$ cat config.mk
export PLATFORM = sky130hd
export DESIGN_NAME = i2c_write_only_display_master_unit_flat
export DESIGN_NICKNAME = d
export VERILOG_FILES = /design/src/hw/rtl/i2cwd_pkg.sv /design/src/hw/rtl/i2cwd_if.sv /design/src/hw/rtl/i2cwd_seq.sv /design/src/hw/rtl/i2c_write_only_display_master_unit.sv /design/src/flat_wrapper.sv
export SDC_FILE = /design/constraint.sdc
export NUM_CORES = 1
export LEC_CHECK = 0
export BUFFER_PORTS_ARGS = -buffer_cell sky130_fd_sc_hd__buf_2
export CELL_PAD_IN_SITES_DETAIL_PLACEMENT = 2
export CELL_PAD_IN_SITES_GLOBAL_PLACEMENT = 2
export CORE_ASPECT_RATIO = 1.75
export CORE_MARGIN = 4
export CORE_UTILIZATION = 36
export DETAILED_ROUTE_END_ITERATION = 10
export PLACE_DENSITY = 0.75
export SYNTH_ARGS = -nofsm -noshare
export SYNTH_HDL_FRONTEND = slang
export SYNTH_HIERARCHICAL = 1
export SYNTH_SLANG_ARGS = --single-unit
$ cat constraint.sdc
create_clock -name clk_i -period 2.1 [get_ports clk_i]
set_clock_uncertainty 0.05 [all_clocks]
set_input_delay 0.42 -clock clk_i [delete_from_list [all_inputs] [get_ports clk_i]]
set_output_delay 0.42 -clock clk_i [all_outputs]
set_load 0.02 [all_outputs]
$ cat src/hw/rtl/i2cwd_pkg.sv
// Shared types and constants for the write-only two-wire display master.
// No dependencies; every other file in hw/rtl refers to this package.
package i2cwd_pkg;

  localparam int unsigned CmdW     = 2;
  localparam int unsigned PayloadW = 8;
  localparam int unsigned AddrW    = 8;
  localparam int unsigned CfgIdxW  = 2;
  localparam int unsigned CfgDataW = 8;

  typedef enum logic [CmdW-1:0] {
    CmdTick    = 2'd0,
    CmdCommand = 2'd1,
    CmdData    = 2'd2,
    CmdRecover = 2'd3
  } cmd_e;

  typedef enum logic [CfgIdxW-1:0] {
    CfgFirstAddr  = 2'd0,
    CfgSecondAddr = 2'd1,
    CfgSecondEn   = 2'd2
  } cfg_idx_e;

  localparam logic [AddrW-1:0]    FirstAddrReset  = 8'h78;
  localparam logic [AddrW-1:0]    SecondAddrReset = 8'h7A;
  localparam logic                SecondEnReset   = 1'b1;
  localparam logic [PayloadW-1:0] CtrlCommand     = 8'h00;
  localparam logic [PayloadW-1:0] CtrlData        = 8'h40;
  localparam int unsigned         RecoveryClocks  = 9;

  typedef struct packed {
    cmd_e                command;
    logic [PayloadW-1:0] payload;
  } item_t;

  typedef struct packed {
    logic scl_level;
    logic sda_level;
    logic busy_res;
    logic accepted;
    logic finished;
  } result_t;

  typedef struct packed {
    logic [AddrW-1:0] first_address_byte;
    logic [AddrW-1:0] second_address_byte;
    logic             second_enable;
  } cfg_t;

endpackage

$ cat src/hw/rtl/i2cwd_if.sv
// Handshake interfaces for the request, result and register write channels.
// Depends on i2cwd_pkg for field widths.
interface i2cwd_req_if;
  logic                            valid;
  logic                            ready;
  logic [i2cwd_pkg::CmdW-1:0]      command;
  logic [i2cwd_pkg::PayloadW-1:0]  payload;
  modport source (output valid, output command, output payload, input ready);
  modport sink (input valid, input command, input payload, output ready);
endinterface

interface i2cwd_res_if;
  logic valid;
  logic ready;
  logic scl_level;
  logic sda_level;
  logic busy_res;
  logic accepted;
  logic finished;
  modport source (output valid, output scl_level, output sda_level, output busy_res,
                  output accepted, output finished, input ready);
  modport sink (input valid, input scl_level, input sda_level, input busy_res,
                input accepted, input finished, output ready);
endinterface

interface i2cwd_cfg_if;
  logic                             valid;
  logic                             ready;
  logic [i2cwd_pkg::CfgIdxW-1:0]    index;
  logic [i2cwd_pkg::CfgDataW-1:0]   data;
  modport source (output valid, output index, output data, input ready);
  modport sink (input valid, input index, input data, output ready);
endinterface

$ cat src/hw/rtl/i2cwd_seq.sv
// Phase sequencer: holds the bus transfer state and works out one result per word.
// Depends on i2cwd_pkg.
module i2cwd_seq (
  input  logic                clk_i,
  input  logic                rst_ni,
  input  logic                fire_i,
  input  i2cwd_pkg::item_t    item_i,
  input  i2cwd_pkg::cfg_t     cfg_i,
  output i2cwd_pkg::result_t  res_o
);

  localparam logic [1:0] SegStart = 2'd0;
  localparam logic [1:0] SegByte  = 2'd1;
  localparam logic [1:0] SegClk   = 2'd2;
  localparam logic [1:0] SegStop  = 2'd3;

  logic                                busy_q, busy_d;
  i2cwd_pkg::cmd_e                     kind_q, kind_d;
  logic [1:0]                          seg_q, seg_d;
  logic [1:0]                          sub_q, sub_d;
  logic [3:0]                          bit_q, bit_d;
  logic [1:0]                          byte_q, byte_d;
  logic                                pass_q, pass_d;
  logic [i2cwd_pkg::PayloadW-1:0]      pay_q, pay_d;
  logic                                scl_q, scl_d;
  logic                                sda_q, sda_d;
  logic                                lvl_scl, lvl_sda;
  logic [i2cwd_pkg::PayloadW-1:0]      tx_byte;
  logic [i2cwd_pkg::PayloadW-1:0]      tx_shift;
  logic                                accepted, finished;

  always_comb begin
    case (byte_q)
      2'd0:    tx_byte = pass_q ? cfg_i.second_address_byte : cfg_i.first_address_byte;
      2'd1:    tx_byte = (kind_q == i2cwd_pkg::CmdCommand) ? i2cwd_pkg::CtrlCommand
                                                           : i2cwd_pkg::CtrlData;
      default: tx_byte = pay_q;
    endcase
    tx_shift = tx_byte << bit_q[2:0];
  end

  always_comb begin
    unique case (seg_q)
      SegStart: begin
        lvl_scl = (sub_q != 2'd2);
        lvl_sda = (sub_q == 2'd0);
      end
      SegByte: begin
        lvl_scl = (sub_q == 2'd1);
        lvl_sda = bit_q[3] ? 1'b1 : tx_shift[i2cwd_pkg::PayloadW-1];
      end
      SegClk: begin
        lvl_scl = (sub_q == 2'd0);
        lvl_sda = 1'b1;
      end
      default: begin
        lvl_scl = (sub_q != 2'd0);
        lvl_sda = (sub_q == 2'd2);
      end
    endcase
  end

  always_comb begin
    busy_d   = busy_q;
    kind_d   = kind_q;
    seg_d    = seg_q;
    sub_d    = sub_q;
    bit_d    = bit_q;
    byte_d   = byte_q;
    pass_d   = pass_q;
    pay_d    = pay_q;
    scl_d    = scl_q;
    sda_d    = sda_q;
    accepted = 1'b0;
    finished = 1'b0;
    if (fire_i) begin
      if (item_i.command != i2cwd_pkg::CmdTick) begin
        if (!busy_q) begin
          accepted = 1'b1;
          busy_d   = 1'b1;
          kind_d   = item_i.command;
          seg_d    = (item_i.command == i2cwd_pkg::CmdRecover) ? SegClk : SegStart;
          sub_d    = 2'd0;
          bit_d    = 4'd0;
          byte_d   = 2'd0;
          pass_d   = 1'b0;
          pay_d    = (item_i.command == i2cwd_pkg::CmdRecover) ? '0 : item_i.payload;
        end
      end else if (busy_q) begin
        scl_d = lvl_scl;
        sda_d = lvl_sda;
        unique case (seg_q)
          SegStart: begin
            if (sub_q == 2'd2) begin
              seg_d  = SegByte;
              sub_d  = 2'd0;
              bit_d  = 4'd0;
              byte_d = 2'd0;
            end else begin
              sub_d = sub_q + 2'd1;
            end
          end
          SegByte: begin
            if (sub_q == 2'd2) begin
              sub_d = 2'd0;
              if (bit_q[3]) begin
                bit_d = 4'd0;
                if (byte_q == 2'd2) begin
                  seg_d = SegStop;
                end else begin
                  byte_d = byte_q + 2'd1;
                end
              end else begin
                bit_d = bit_q + 4'd1;
              end
            end else begin
              sub_d = sub_q + 2'd1;
            end
          end
          SegClk: begin
            if (sub_q == 2'd1) begin
              sub_d = 2'd0;
              if (bit_q == 4'(i2cwd_pkg::RecoveryClocks - 1)) begin
                seg_d = SegStop;
                bit_d = 4'd0;
              end else begin
                bit_d = bit_q + 4'd1;
              end
            end else begin
              sub_d = 2'd1;
            end
          end
          default: begin
            if (sub_q == 2'd2) begin
              sub_d = 2'd0;
              seg_d = SegStart;
              if (kind_q != i2cwd_pkg::CmdRecover && !pass_q && cfg_i.second_enable) begin
                pass_d = 1'b1;
              end else begin
                finished = 1'b1;
                busy_d   = 1'b0;
                kind_d   = i2cwd_pkg::CmdTick;
                pass_d   = 1'b0;
              end
            end else begin
              sub_d = sub_q + 2'd1;
            end
          end
        endcase
      end
    end
  end

  always_ff @(posedge clk_i or negedge rst_ni) begin
    if (!rst_ni) begin
      busy_q <= 1'b0;
      kind_q <= i2cwd_pkg::CmdTick;
      seg_q  <= SegStart;
      sub_q  <= 2'd0;
      bit_q  <= 4'd0;
      byte_q <= 2'd0;
      pass_q <= 1'b0;
      scl_q  <= 1'b1;
      sda_q  <= 1'b1;
    end else begin
      busy_q <= busy_d;
      kind_q <= kind_d;
      seg_q  <= seg_d;
      sub_q  <= sub_d;
      bit_q  <= bit_d;
      byte_q <= byte_d;
      pass_q <= pass_d;
      scl_q  <= scl_d;
      sda_q  <= sda_d;
    end
  end

  always_ff @(posedge clk_i) begin
    pay_q <= pay_d;
  end

  assign res_o.scl_level = scl_d;
  assign res_o.sda_level = sda_d;
  assign res_o.busy_res  = busy_d;
  assign res_o.accepted  = accepted;
  assign res_o.finished  = finished;

  a_finish_goes_idle: assert property (@(posedge clk_i) disable iff (!rst_ni)
    finished |=> !busy_q && !pass_q)
    else $error("sequence finished but sequencer still busy");

  a_accept_only_idle: assert property (@(posedge clk_i) disable iff (!rst_ni)
    accepted |-> !busy_q ##1 busy_q)
    else $error("request taken while a sequence was running");

  a_bit_in_range: assert property (@(posedge clk_i) disable iff (!rst_ni)
    busy_q |-> bit_q <= 4'd8)
    else $error("bit counter out of range");

  a_idle_lines_hold: assert property (@(posedge clk_i) disable iff (!rst_ni)
    !busy_q && !accepted |=> $stable(scl_q) && $stable(sda_q))
    else $error("bus lines moved while idle");

endmodule

$ cat src/hw/rtl/i2c_write_only_display_master_unit.sv
// Top level of the write-only two-wire display master: register file and word pipeline.
// Depends on i2cwd_pkg, the interfaces in i2cwd_if.sv and i2cwd_seq.
//
//   channel  direction  fields
//   req_i    in         command, payload
//   res_o    out        scl_level, sda_level, busy_res, accepted, finished
//   cfg_i    in         index, data (register write, always ready)
//
// One word is taken per cycle unless the result register stalls; each word is held in the
// input register, then its result in the result register, with the sequencer logic between.
// Reset leaves both lines high, the sequencer idle and the registers at 0x78, 0x7A, 1.
// A stalled result register holds the input register, which in turn drops req_i.ready.
module i2c_write_only_display_master_unit (
  input  logic         clk_i,
  input  logic         rst_ni,
  i2cwd_req_if.sink    req_i,
  i2cwd_res_if.source  res_o,
  i2cwd_cfg_if.sink    cfg_i
);

  logic                   in_valid_q;
  i2cwd_pkg::item_t       in_item_q;
  logic                   out_valid_q;
  i2cwd_pkg::result_t     out_res_q;
  i2cwd_pkg::result_t     seq_res;
  i2cwd_pkg::cfg_t        cfg_q;
  logic                   out_free;
  logic                   fire;

  assign out_free    = !out_valid_q || res_o.ready;
  assign fire        = in_valid_q && out_free;
  assign req_i.ready = !in_valid_q || fire;
  assign cfg_i.ready = 1'b1;

  always_ff @(posedge clk_i or negedge rst_ni) begin
    if (!rst_ni) begin
      in_valid_q  <= 1'b0;
      out_valid_q <= 1'b0;
      cfg_q.first_address_byte  <= i2cwd_pkg::FirstAddrReset;
      cfg_q.second_address_byte <= i2cwd_pkg::SecondAddrReset;
      cfg_q.second_enable       <= i2cwd_pkg::SecondEnReset;
    end else begin
      if (req_i.ready) begin
        in_valid_q <= req_i.valid;
      end
      if (fire) begin
        out_valid_q <= 1'b1;
      end else if (res_o.ready) begin
        out_valid_q <= 1'b0;
      end
      if (cfg_i.valid) begin
        unique case (cfg_i.index)
          i2cwd_pkg::CfgFirstAddr:  cfg_q.first_address_byte  <= cfg_i.data;
          i2cwd_pkg::CfgSecondAddr: cfg_q.second_address_byte <= cfg_i.data;
          i2cwd_pkg::CfgSecondEn:   cfg_q.second_enable       <= cfg_i.data[0];
          default: ;
        endcase
      end
    end
  end

  always_ff @(posedge clk_i) begin
    if (req_i.ready && req_i.valid) begin
      in_item_q.command <= i2cwd_pkg::cmd_e'(req_i.command);
      in_item_q.payload <= req_i.payload;
    end
    if (fire) begin
      out_res_q <= seq_res;
    end
  end

  i2cwd_seq u_seq (
    .clk_i  (clk_i),
    .rst_ni (rst_ni),
    .fire_i (fire),
    .item_i (in_item_q),
    .cfg_i  (cfg_q),
    .res_o  (seq_res)
  );

  assign res_o.valid     = out_valid_q;
  assign res_o.scl_level = out_res_q.scl_level;
  assign res_o.sda_level = out_res_q.sda_level;
  assign res_o.busy_res  = out_res_q.busy_res;
  assign res_o.accepted  = out_res_q.accepted;
  assign res_o.finished  = out_res_q.finished;

  a_stall_holds_input: assert property (@(posedge clk_i) disable iff (!rst_ni)
    in_valid_q && !out_free |=> in_valid_q && $stable(in_item_q))
    else $error("input register lost a word during a stall");

  a_fire_fills_output: assert property (@(posedge clk_i) disable iff (!rst_ni)
    fire |=> out_valid_q)
    else $error("processed word did not reach the result register");

  a_no_overrun: assert property (@(posedge clk_i) disable iff (!rst_ni)
    in_valid_q && !out_free |-> !req_i.ready)
    else $error("ready raised while the pipeline is full");

endmodule
$ cat src/flat_wrapper.sv
// flat-port wrapper written by rule: the top's interface ports become plain ports
module i2c_write_only_display_master_unit_flat 
  (clk_i, rst_ni, req_i_valid, req_i_command, req_i_payload, req_i_ready, res_o_valid, res_o_scl_level, res_o_sda_level, res_o_busy_res, res_o_accepted, res_o_finished, res_o_ready, cfg_i_valid, cfg_i_index, cfg_i_data, cfg_i_ready);
  i2cwd_req_if req_i_i ();
  i2cwd_res_if res_o_i ();
  i2cwd_cfg_if cfg_i_i ();
  input  logic clk_i;
  input  logic rst_ni;
  input wire logic [$bits(req_i_i.valid)-1:0] req_i_valid;
  input wire logic [$bits(req_i_i.command)-1:0] req_i_command;
  input wire logic [$bits(req_i_i.payload)-1:0] req_i_payload;
  output wire logic [$bits(req_i_i.ready)-1:0] req_i_ready;
  output wire logic [$bits(res_o_i.valid)-1:0] res_o_valid;
  output wire logic [$bits(res_o_i.scl_level)-1:0] res_o_scl_level;
  output wire logic [$bits(res_o_i.sda_level)-1:0] res_o_sda_level;
  output wire logic [$bits(res_o_i.busy_res)-1:0] res_o_busy_res;
  output wire logic [$bits(res_o_i.accepted)-1:0] res_o_accepted;
  output wire logic [$bits(res_o_i.finished)-1:0] res_o_finished;
  input wire logic [$bits(res_o_i.ready)-1:0] res_o_ready;
  input wire logic [$bits(cfg_i_i.valid)-1:0] cfg_i_valid;
  input wire logic [$bits(cfg_i_i.index)-1:0] cfg_i_index;
  input wire logic [$bits(cfg_i_i.data)-1:0] cfg_i_data;
  output wire logic [$bits(cfg_i_i.ready)-1:0] cfg_i_ready;
  assign req_i_i.valid = req_i_valid;
  assign req_i_i.command = req_i_command;
  assign req_i_i.payload = req_i_payload;
  assign req_i_ready = req_i_i.ready;
  assign res_o_valid = res_o_i.valid;
  assign res_o_scl_level = res_o_i.scl_level;
  assign res_o_sda_level = res_o_i.sda_level;
  assign res_o_busy_res = res_o_i.busy_res;
  assign res_o_accepted = res_o_i.accepted;
  assign res_o_finished = res_o_i.finished;
  assign res_o_i.ready = res_o_ready;
  assign cfg_i_i.valid = cfg_i_valid;
  assign cfg_i_i.index = cfg_i_index;
  assign cfg_i_i.data = cfg_i_data;
  assign cfg_i_ready = cfg_i_i.ready;
  i2c_write_only_display_master_unit u_core (.clk_i(clk_i), .rst_ni(rst_ni), .req_i(req_i_i), .res_o(res_o_i), .cfg_i(cfg_i_i));
endmodule
==> reports/metrics.csv <==
stage,metric,value,unit
sta,finalCritPeriodShare,0.956,
run_status,status,"complete, no violations",
die,start_util,0.372,
power,power_frac_clock,0.375,
final_layout,synthToLayoutAreaGrowth,20.7,%
synth,postSynthCellCount,248,
drt,post_drt_wl_per_cell,20.5,um
grt,grt_pass1_wl,13.0,mm
drt,wl,7.94,mm
min_path,hold_class,in2async,
sta,hold_viol,0,
placed_design,place_hpwl,6.04,mm
sta,fin_ws,93.1,ps
final_layout,diodes,0,
die,design.core.area,8020,um^2
power,seqPwrFrac,0.425,
die,placementRows,43,
power,p_leak,0.00148,uW
final_layout,regArea,1580,um^2
drt,drt_first_pass_iters,4,
final_layout,multi_input_area,1310,um^2
clocking,cts_tree,built,
clocking,cts_sinks,58,
drt,drc,0,
power,p_sw,1020,uW
final_layout,drive_above_1_share,0.362,
power,sw_frac_of_total,0.289,
critical_path,rrSetupSlack,90,ps
die,die_area,9850,um^2
placed_design,port_buffers,31,
clocking,h-tree-depth,3,
drt,viasPerCell,5.46,
synth,syn_area_per_cell,12.0,um^2
grt,grt_max_degree,36,
clocking,clockRootBuffer,clkbuf_16,
critical_path,path_max_fanout,5,
placed_design,place_inst,372,
critical_path,worstRegToRegCells,7,
die,io_pins,33,
sta,whs,84.6,ps
synth,synthDistinctLibCells,52,
critical_path,timing.rr.end,u_core/res_o.sda_level,
grt,grtUsageTotal,0.176,
synth,syn_area,2980,um^2
clocking,cts_buffer_depth,2,
grt,grt_pass1_vias,2501,
critical_path,cp-start-kind,flip-flop,
drt,antenna_left,0,
grt,antenna_found_initial,0,
die,die_h,128,um
synth,ys_seq_area_frac,0.531,
clocking,cts_hold_buf,0,
die,die_x,76.8,um
final_layout,final_cells,388,
synth,synthArstFlopShare,0.603,
drt,num_vias,2120,
sta,rsz0062_at_grt,true,
sta,fin_crit,2010,ps
sta,finalMaxSlewViolations,0,
clocking,clk_latency,330,ps
synth,synth.ff_latch_count,58,
sta,fmax,0.498,GHz
sta,finalSetupViolations,0,
final_layout,final_nets,331,
synth,synth_ff_type,edfxtp_1,
power,powerDensity,987,nW/um^2
power,max-vdd-ir-drop,0.597,mV
clocking,numCtsBuffers,9,
drt,drtIter0Drc,68,
clocking,path_clk_slew,60,ps
power,power_frac_comb,0.200,
critical_path,crit_required,2110,ps
critical_path,r2r-start,u_core/u_seq/byte_q[0],
placed_design,pre_cts_ws,-48.8,ps
power,p_int,2520,uW
critical_path,critPathCaptureType,flip-flop,
placed_design,place.gp.congestion,0.828,
synth,yosys_warnings,6,
synth,synth_fp_nets,286,
critical_path,arrival,2020,ps
job,maxCapViolCount,0,
final_layout,n_fill_cell,811,
critical_path,worstSetupPathType,reg2reg,
grt,grt.overflow.total,0,
synth,synth_edf_count,23,
-- layout by cell type, fill, tap and decap left out, types with 2 or more instances in the layout --
master	n
and3_1	3
nand3b_1	4
buf_4	15
and2_1	13
o21ai_0	10
nand2b_4	2
a22o_1	4
nor2_1	8
nand2b_1	7
nand3_1	3
dfrtp_1	23
mux2_1	4
nand2_1	14
o211ai_1	2
ha_1	12
clkbuf_16	9
o21ai_1	6
mux2_2	19
buf_2	31
nor2b_1	7
nand4_1	2
mux2i_1	3
a221oi_1	2
edfxtp_1	23
dfstp_2	12
a21oi_1	7
clkinv_2	3
inv_1	12
nor3_1	4
-- synthesized netlist by cell type (2+ instances only) --
cell,number,area [um^2]
buf_2,4,20.0
mux2_2,19,214
buf_4,6,45.0
o21ai_1,7,35.0
a22o_1,4,35.0
or2_1,2,12.5
inv_1,12,45.0
and3_1,3,18.8
nand2b_1,7,43.8
nor2_1,9,33.8
and2_1,13,81.3
nand3b_1,4,30.0
nand2_1,14,52.6
ha_1,13,163
dfstp_2,12,315
nand3_1,3,15.0
o21ai_0,10,50.1
nand4_1,2,12.5
o211ai_1,2,15.0
dfrtp_1,23,576
mux2i_1,3,30.0
a221oi_1,3,26.3
a211oi_1,2,15.0
nand2b_4,2,27.5
nor3_1,4,20.0
mux2_1,4,45.0
o31ai_1,2,15.0
edfxtp_1,23,691
nor2b_1,7,43.8
a21oi_1,7,35.0
-- power by group through the flow --
stage               clock network (uW)  logic (uW)  registers [uW]
global placement                     0         666            1510
CTS                               1360         711            1510
global route                      1430         793            1530
floorplan                            0         518            1480
detailed placement                   0         692            1530
finish                            1330         710            1510
-- registers in the layout (all words and copies together), names as in the netlist, 2 cells and up --
| name | count |
|---|---|
| u_core/cfg_q | 17 |
| u_core/in_item_q | 10 |
| u_core/u_seq/pay_q | 8 |
| u_core/u_seq/bit_q | 4 |
| u_core/u_seq/byte_q | 2 |
| u_core/u_seq/kind_q | 2 |
| u_core/u_seq/seg_q | 2 |
| u_core/u_seq/sub_q | 2 |
-- routing by layer --
metal	global-route usage	part of all wire	vias up
met5	0	0	-
met4	0.100	0.041	0
met3	0.0378	0.029	21
met2	0.338	0.57	49
met1	0.170	0.36	1064
li1	-	-	986
-- repair_timing --
action,in CTS,in global routing
setup endpoints to repair,2,10
setup buffers,0,0
pin swaps,1,2
gates resized for setup,4,6
-- layout make-up --
cell class,instances,area share
clock inverter,5,0.00835
multi-input combinational,165,0.364
sequential,58,0.440
inverter,13,0.0139
timing repair buffer,46,0.0745
tap,90,0.0313
clock buffer,11,0.0675
-- stage by stage --
step,total power [uW],instance area (um^2),util,TNS [ps]
final,3550,3590,0.448,0
after global routing,3760,3590,0.448,-13.4
after CTS,3580,3570,0.445,0
after detailed placement,2220,3280,0.409,-48.8
after global placement,2180,3280,0.409,0
after floorplan,2000,2980,-,0
-- worst max-delay path, cell delays in order, from the launching register on --
cell and delay, ps:
dfrtp_1 400, inv_1 90, ha_2 260, nor2_4 90, a221oi_1 290, nor3_1 110
a311oi_2 330, o31ai_2 120
-- cells by family (layout without fill, tap and decap cells) --
logic type	after synthesis	after routing	synth area share
and+or+nand+nor	75	75	0.150
AOI/OAI and AO/OA	49	49	0.115
adders and majority gates	13	13	0.0546
DFF	58	58	0.531
muxes	27	27	0.105
other	1	1	0.00126
buffers and inverters	25	75	0.0437
-- how the worst max path moves through the flow --
stage,startpoint,endpoint,slack (ps),depth (start not counted)
floorplan,u_core/u_seq/byte_q[0],u_core/res_o.sda_level,130,7
global placement,u_core/u_seq/byte_q[0],u_core/res_o.sda_level,30,7
detailed placement,u_core/u_seq/byte_q[0],u_core/res_o.sda_level,-50,7
CTS,u_core/u_seq/byte_q[0],u_core/res_o.sda_level,30,7
global route,u_core/u_seq/byte_q[0],u_core/res_o.sda_level,-10,7
finish,u_core/u_seq/byte_q[0],u_core/res_o.sda_level,90,7
Note: power is estimated with default switching activity, not from simulation.
